### src/hdl/key_value_table_defines.svh
// ----------------------------------------------------------------------------
// key_value_table defines
// Assertion macros used by the key/value table RTL.
// ----------------------------------------------------------------------------
`ifndef KEY_VALUE_TABLE_DEFINES_SVH
`define KEY_VALUE_TABLE_DEFINES_SVH

// same-cycle implication, sampled on clock, off during reset
`define KVT_ASSERT_NOW(lbl, ante, cons, msg) \
   lbl: assert property (@(posedge clock) disable iff (reset) (ante) |-> (cons)) \
      else $error(msg);

// next-cycle implication, sampled on clock, off during reset
`define KVT_ASSERT_NEXT(lbl, ante, cons, msg) \
   lbl: assert property (@(posedge clock) disable iff (reset) (ante) |=> (cons)) \
      else $error(msg);

`endif

### src/hdl/kvt_pkg.sv
// ----------------------------------------------------------------------------
// kvt_pkg
// Types and constants of the key/value table.
// ----------------------------------------------------------------------------
package kvt_pkg;

   localparam int CAPACITY_DEF   = 64;
   localparam int KEY_BITS_DEF   = 32;
   localparam int VALUE_BITS_DEF = 32;

   localparam int FIELD_W     = 32;
   localparam int OP_W        = 3;
   localparam int INDEX_W     = 6;
   localparam int COUNT_OUT_W = 7;

   typedef enum logic [OP_W-1:0] {
      OP_LOOKUP = 3'd0,
      OP_INSERT = 3'd1,
      OP_UPDATE = 3'd2,
      OP_UPSERT = 3'd3,
      OP_ERASE  = 3'd4,
      OP_INDEX  = 3'd5
   } kvt_op_type;

   typedef enum logic [3:0] {
      ST_IDLE,
      ST_READ,
      ST_CMP,
      ST_APPLY,
      ST_SHIFT_RD,
      ST_SHIFT_WR,
      ST_IDX_RD,
      ST_IDX_CAP,
      ST_DONE
   } kvt_state_type;

   typedef struct packed {
      logic key_we;
      logic val_we;
   } kvt_we_type;

endpackage

### src/hdl/kvt_store.sv
// ----------------------------------------------------------------------------
// kvt_store
// Key and value storage: one write port, one registered read port.
// ----------------------------------------------------------------------------
module kvt_store import kvt_pkg::*; #(
   parameter  int DEPTH = CAPACITY_DEF,
   parameter  int KEY_W = KEY_BITS_DEF,
   parameter  int VAL_W = VALUE_BITS_DEF,
   localparam int AW    = $clog2(DEPTH)
) (
   input  logic             clock,
   input  kvt_we_type       wr_en,
   input  logic [AW-1:0]    wr_addr,
   input  logic [KEY_W-1:0] wr_key,
   input  logic [VAL_W-1:0] wr_val,
   input  logic [AW-1:0]    rd_addr,
   output logic [KEY_W-1:0] rd_key,
   output logic [VAL_W-1:0] rd_val
);

   logic [KEY_W-1:0] key_mem [DEPTH];
   logic [VAL_W-1:0] val_mem [DEPTH];

   always_ff @(posedge clock) begin
      if (wr_en.key_we) begin
         key_mem[wr_addr] <= wr_key;
      end
      if (wr_en.val_we) begin
         val_mem[wr_addr] <= wr_val;
      end
      rd_key <= key_mem[rd_addr];
      rd_val <= val_mem[rd_addr];
   end

endmodule

### config.mk
export PLATFORM = sky130hd
export DESIGN_NAME = kvt_store
export DESIGN_NICKNAME = d
export VERILOG_FILES = /design/src/hdl/key_value_table_defines.svh /design/src/hdl/kvt_pkg.sv /design/src/hdl/kvt_store.sv
export SDC_FILE = /design/constraint.sdc
export NUM_CORES = 2
export LEC_CHECK = 0
export BUFFER_PORTS_ARGS = -buffer_cell sky130_fd_sc_hd__buf_2
export CORE_ASPECT_RATIO = 1.1
export CORE_UTILIZATION = 65
export CTS_CLUSTER_DIAMETER = 60
export DETAILED_ROUTE_END_ITERATION = 12
export HOLD_SLACK_MARGIN = 0.12
export PLACE_DENSITY_LB_ADDON = 0.05
export SLEW_MARGIN = 20
export SYNTH_ARGS = -nofsm -noshare
export SYNTH_HDL_FRONTEND = slang
export SYNTH_SLANG_ARGS = --single-unit
export TNS_END_PERCENT = 20
### constraint.sdc
create_clock -name clock -period 6.3 [get_ports clock]
set_input_delay 0.63 -clock clock [delete_from_list [all_inputs] [get_ports clock]]
set_output_delay 0.63 -clock clock [all_outputs]
set_load 0.01 [all_outputs]
==> run_summary.xml <==
<?xml version="1.0" encoding="UTF-8"?>
<metrics>
  <group name="floorplanning">
    <metric name="die-height" unit="um">516</metric>
    <metric name="floorplan.die_area" unit="um^2">242000</metric>
    <metric name="floorplan.rows" unit="">188</metric>
    <metric name="initial_utilization" unit="">0.654</metric>
    <metric name="fp.coreArea" unit="um^2">239000</metric>
    <metric name="floorplan.die.width" unit="um">469</metric>
    <metric name="io-pin-count" unit="">143</metric>
  </group>
  <group name="power">
    <metric name="netSwitchingFraction" unit="">0.209</metric>
    <metric name="ir_drop" unit="mV">0.294</metric>
    <metric name="pwr-share-comb" unit="">0.049</metric>
    <metric name="clock_power_share" unit="">0.408</metric>
    <metric name="power" unit="mW">56.6</metric>
    <metric name="power-per-cell-area" unit="nW/um^2">324</metric>
    <metric name="p_switching" unit="mW">11.8</metric>
    <metric name="share_seq_of_total_power" unit="">0.544</metric>
    <metric name="power.static_leakage" unit="nW">54.4</metric>
    <metric name="internal-power" unit="mW">44.8</metric>
  </group>
  <group name="cells_and_area">
    <metric name="final_layout_size_suffix_gt1_frac" unit="">0.288</metric>
    <metric name="stdcell_count" unit="">10489</metric>
    <metric name="syn2layout_area_growth" unit="%">12.1</metric>
    <metric name="layout.nets" unit="">7097</metric>
  </group>
  <group name="place">
    <metric name="placedCellCount" unit="">9753</metric>
    <metric name="detailedPlacementHpwl" unit="mm">233</metric>
    <metric name="port_buffers" unit="">142</metric>
    <metric name="place.gp.congestion" unit="">0.841</metric>
  </group>
  <group name="global_route">
    <metric name="grt_antenna_before_repair" unit="">29</metric>
    <metric name="track_usage" unit="">0.342</metric>
    <metric name="grt_first_pass_wirelength" unit="mm">569</metric>
    <metric name="overflow" unit="">0</metric>
    <metric name="maximum_number_of_pins_on_one_net_before_global_route_repair" unit="">112</metric>
    <metric name="via_count_of_the_first_global_routing_pass" unit="">75319</metric>
  </group>
  <group name="clock_tree">
    <metric name="cts.path.max_buffers" unit="">4</metric>
    <metric name="post_cts.repair.setup_buffers" unit="">0</metric>
    <metric name="htree_num_levels" unit="">5</metric>
    <metric name="clock_root_buffer" unit="">clkbuf_16</metric>
    <metric name="clock-sinks" unit="">4160</metric>
    <metric name="cts_tree" unit="">yes</metric>
    <metric name="clk_latency" unit="ns">0.91</metric>
    <metric name="numCtsBuffers" unit="">394</metric>
    <metric name="hold_buffers" unit="">0</metric>
    <metric name="cts_repair_resize_count" unit="">0</metric>
    <metric name="clk_pin_slew_worst_paths" unit="ns">0.06</metric>
  </group>
  <group name="timing">
    <metric name="report.final.setup_viol" unit="">0</metric>
    <metric name="slew_violations" unit="">0</metric>
    <metric name="worst_clock_skew" unit="ns">0.0354</metric>
    <metric name="finalHoldViolations" unit="">0</metric>
    <metric name="period_share" unit="">0.509</metric>
    <metric name="timing_worst_slew_pin_value" unit="ns">1.21</metric>
    <metric name="rsz0062_at_grt" unit="">no</metric>
    <metric name="slew_headroom" unit="">0.191</metric>
    <metric name="setup_total_negative_slack" unit="ns">0</metric>
    <metric name="period_needed" unit="ns">3.21</metric>
    <metric name="fmax" unit="MHz">312</metric>
  </group>
  <group name="logic_synthesis">
    <metric name="synthMostInstantiatedCell" unit="">edfxtp_1</metric>
    <metric name="synth_top_cells_by_area" unit="">edfxtp_1 (79%), mux4_2 (15%), a22oi_1 (1.2%)</metric>
    <metric name="netlist_top_cells_count" unit="">edfxtp_1 (4096), mux4_2 (1022), a22oi_1 (256)</metric>
    <metric name="synth_compound_area_frac" unit="">0.0283</metric>
    <metric name="mappedNetlistArea" unit="um^2">156000</metric>
    <metric name="synthesis.area_per_instance" unit="um^2">23.6</metric>
    <metric name="synthesis.instances" unit="">6613</metric>
    <metric name="yosysTopAreaCell" unit="">edfxtp_1</metric>
    <metric name="yosysWarnings" unit="">0</metric>
    <metric name="number_of_flops_mapped_to_enable_cells_by_yosys" unit="">4096</metric>
    <metric name="ys_ff_latch" unit="">4160</metric>
    <metric name="synth_area_in_adders" unit="">0</metric>
    <metric name="number_of_different_library_cells_in_the_post_synthesis_netlist" unit="">32</metric>
    <metric name="synth-async-reset-ratio" unit="">0</metric>
    <metric name="main_combinational_cell_family_by_area_after_synthesis" unit="">multiplexers</metric>
    <metric name="synth_largest_type_area_fraction" unit="">0.788</metric>
    <metric name="synthSimpleGateAreaFrac" unit="">0.0117</metric>
    <metric name="dominantRegCellSynth" unit="">edfxtp_1</metric>
    <metric name="syn_nets" unit="">6692</metric>
    <metric name="post_synth_mux_area_share" unit="">0.152</metric>
    <metric name="fraction_of_synthesized_cell_area_in_xor_and_xnor_cells" unit="">0</metric>
    <metric name="synth-seq-area-share" unit="">0.797</metric>
  </group>
  <group name="route">
    <metric name="dr_total_vias" unit="">75061</metric>
    <metric name="detailedRoute.firstIterationViolations" unit="">10009</metric>
    <metric name="finalWirelength" unit="mm">406</metric>
    <metric name="met3_length" unit="mm">39.1</metric>
    <metric name="detail-route-antenna-nets" unit="">0</metric>
    <metric name="highest_layer" unit="">met5</metric>
    <metric name="dr_wl_met2" unit="mm">204</metric>
    <metric name="drt_pre_antenna_iters" unit="">7</metric>
    <metric name="avgRoutedWirePerCell" unit="um">38.7</metric>
    <metric name="routed_via_density" unit="">7.16</metric>
    <metric name="m1WireLength" unit="mm">143</metric>
    <metric name="remaining_drc_errors" unit="">0</metric>
  </group>
  <group name="outcome">
    <metric name="outcome" unit="">finished clean</metric>
  </group>
  <group name="min_path">
    <metric name="worst_hold_path_type" unit="">in2reg</metric>
  </group>
  <group name="critical_path">
    <metric name="critPathRequiredTime" unit="ns">6.86</metric>
    <metric name="setup.worst_path.class" unit="">in2reg</metric>
    <metric name="timing.critical_path.from_type" unit="">primary input</metric>
    <metric name="worstPathArrival" unit="ns">3.77</metric>
    <metric name="endpoint_kind" unit="">flip-flop</metric>
    <metric name="crit_fanout" unit="">18</metric>
  </group>
  <group name="job">
    <metric name="max_cap_viol_count" unit="">0</metric>
  </group>
</metrics>
power by group through the flow:
stage / logic, mW / registers (mW) / clock network [mW]
after floorplan: 1.41 / 31.3 / 0
after global placement: 2.70 / 31.4 / 0
after detailed placement: 2.75 / 31.4 / 0
after CTS: 2.76 / 30.8 / 23.3
after global routing: 2.89 / 30.8 / 24.2
final: 2.77 / 30.8 / 23.1
flip-flops by register name, indices dropped and copies added, names as in the netlist:
name,cells
key_mem,2048
rd_key,32
rd_val,32
val_mem,2048
path summary, 6_finish.rpt:
kind	slack [ns]	end	depth (start not counted)	from
max	3.09	key_mem[9][29]	6	wr_addr[3]
min	0.25	key_mem[56][28]	1	wr_key[28]
max reg2reg	4.10	rd_val[25]	4	val_mem[15][25]
min reg2reg	0.85	rd_val[18]	4	val_mem[39][18]
routing by layer:
metal	global-route usage	up-vias
met3	0.0627	810
met5	0	-
met1	0.461	40140
met2	0.553	4674
li1	-	29431
met4	0.153	6
per-stage QoR:
stage	instance area [um^2]	hold slack [ns]	worst slack, ns	util
floorplan	156000	0.729	2.80	-
global placement	162000	0.811	2.15	0.679
detailed placement	162000	0.810	2.21	0.680
CTS	175000	0.224	3.14	0.732
global route	175000	0.256	3.09	0.733
finish	175000	0.246	3.09	0.733
kinds of logic (layout without fill, tap and decap cells):
logic type	Yosys count	after routing
DFF	4160	4160
muxes	1092	1092
other	0	24
buffers and inverters	399	1116
AOI/OAI and AO/OA	576	576
and+or+nand+nor	386	386
critical path: stages:
cell and delay [ns]:
buf_2 0.20, or3b_2 0.71, inv_1 0.20, nand2_1 0.52, nor2_4 1.02, buf_4 0.43
cells in the final DEF (no fill, tap or decap), drive strengths merged, types with 69 or more instances in the layout:
cell and n:
nand3 100, buf 395, clkbuf 520, clkinv 147, edfxtp 4096, o22ai 93
mux4 1022, mux2i 69, a22oi 256, o221ai 96, nor2 196
cell type report:
class	count	area [um^2]
inverter	13	48.8
antenna	24	60.1
clock inverter	188	1690
multi-input combinational	2054	31000
fill	13215	63600
tap	3135	3920
timing repair buffer	395	3230
sequential	4160	124000
clock buffer	520	10700
Power figures use the tool's default switching activity.
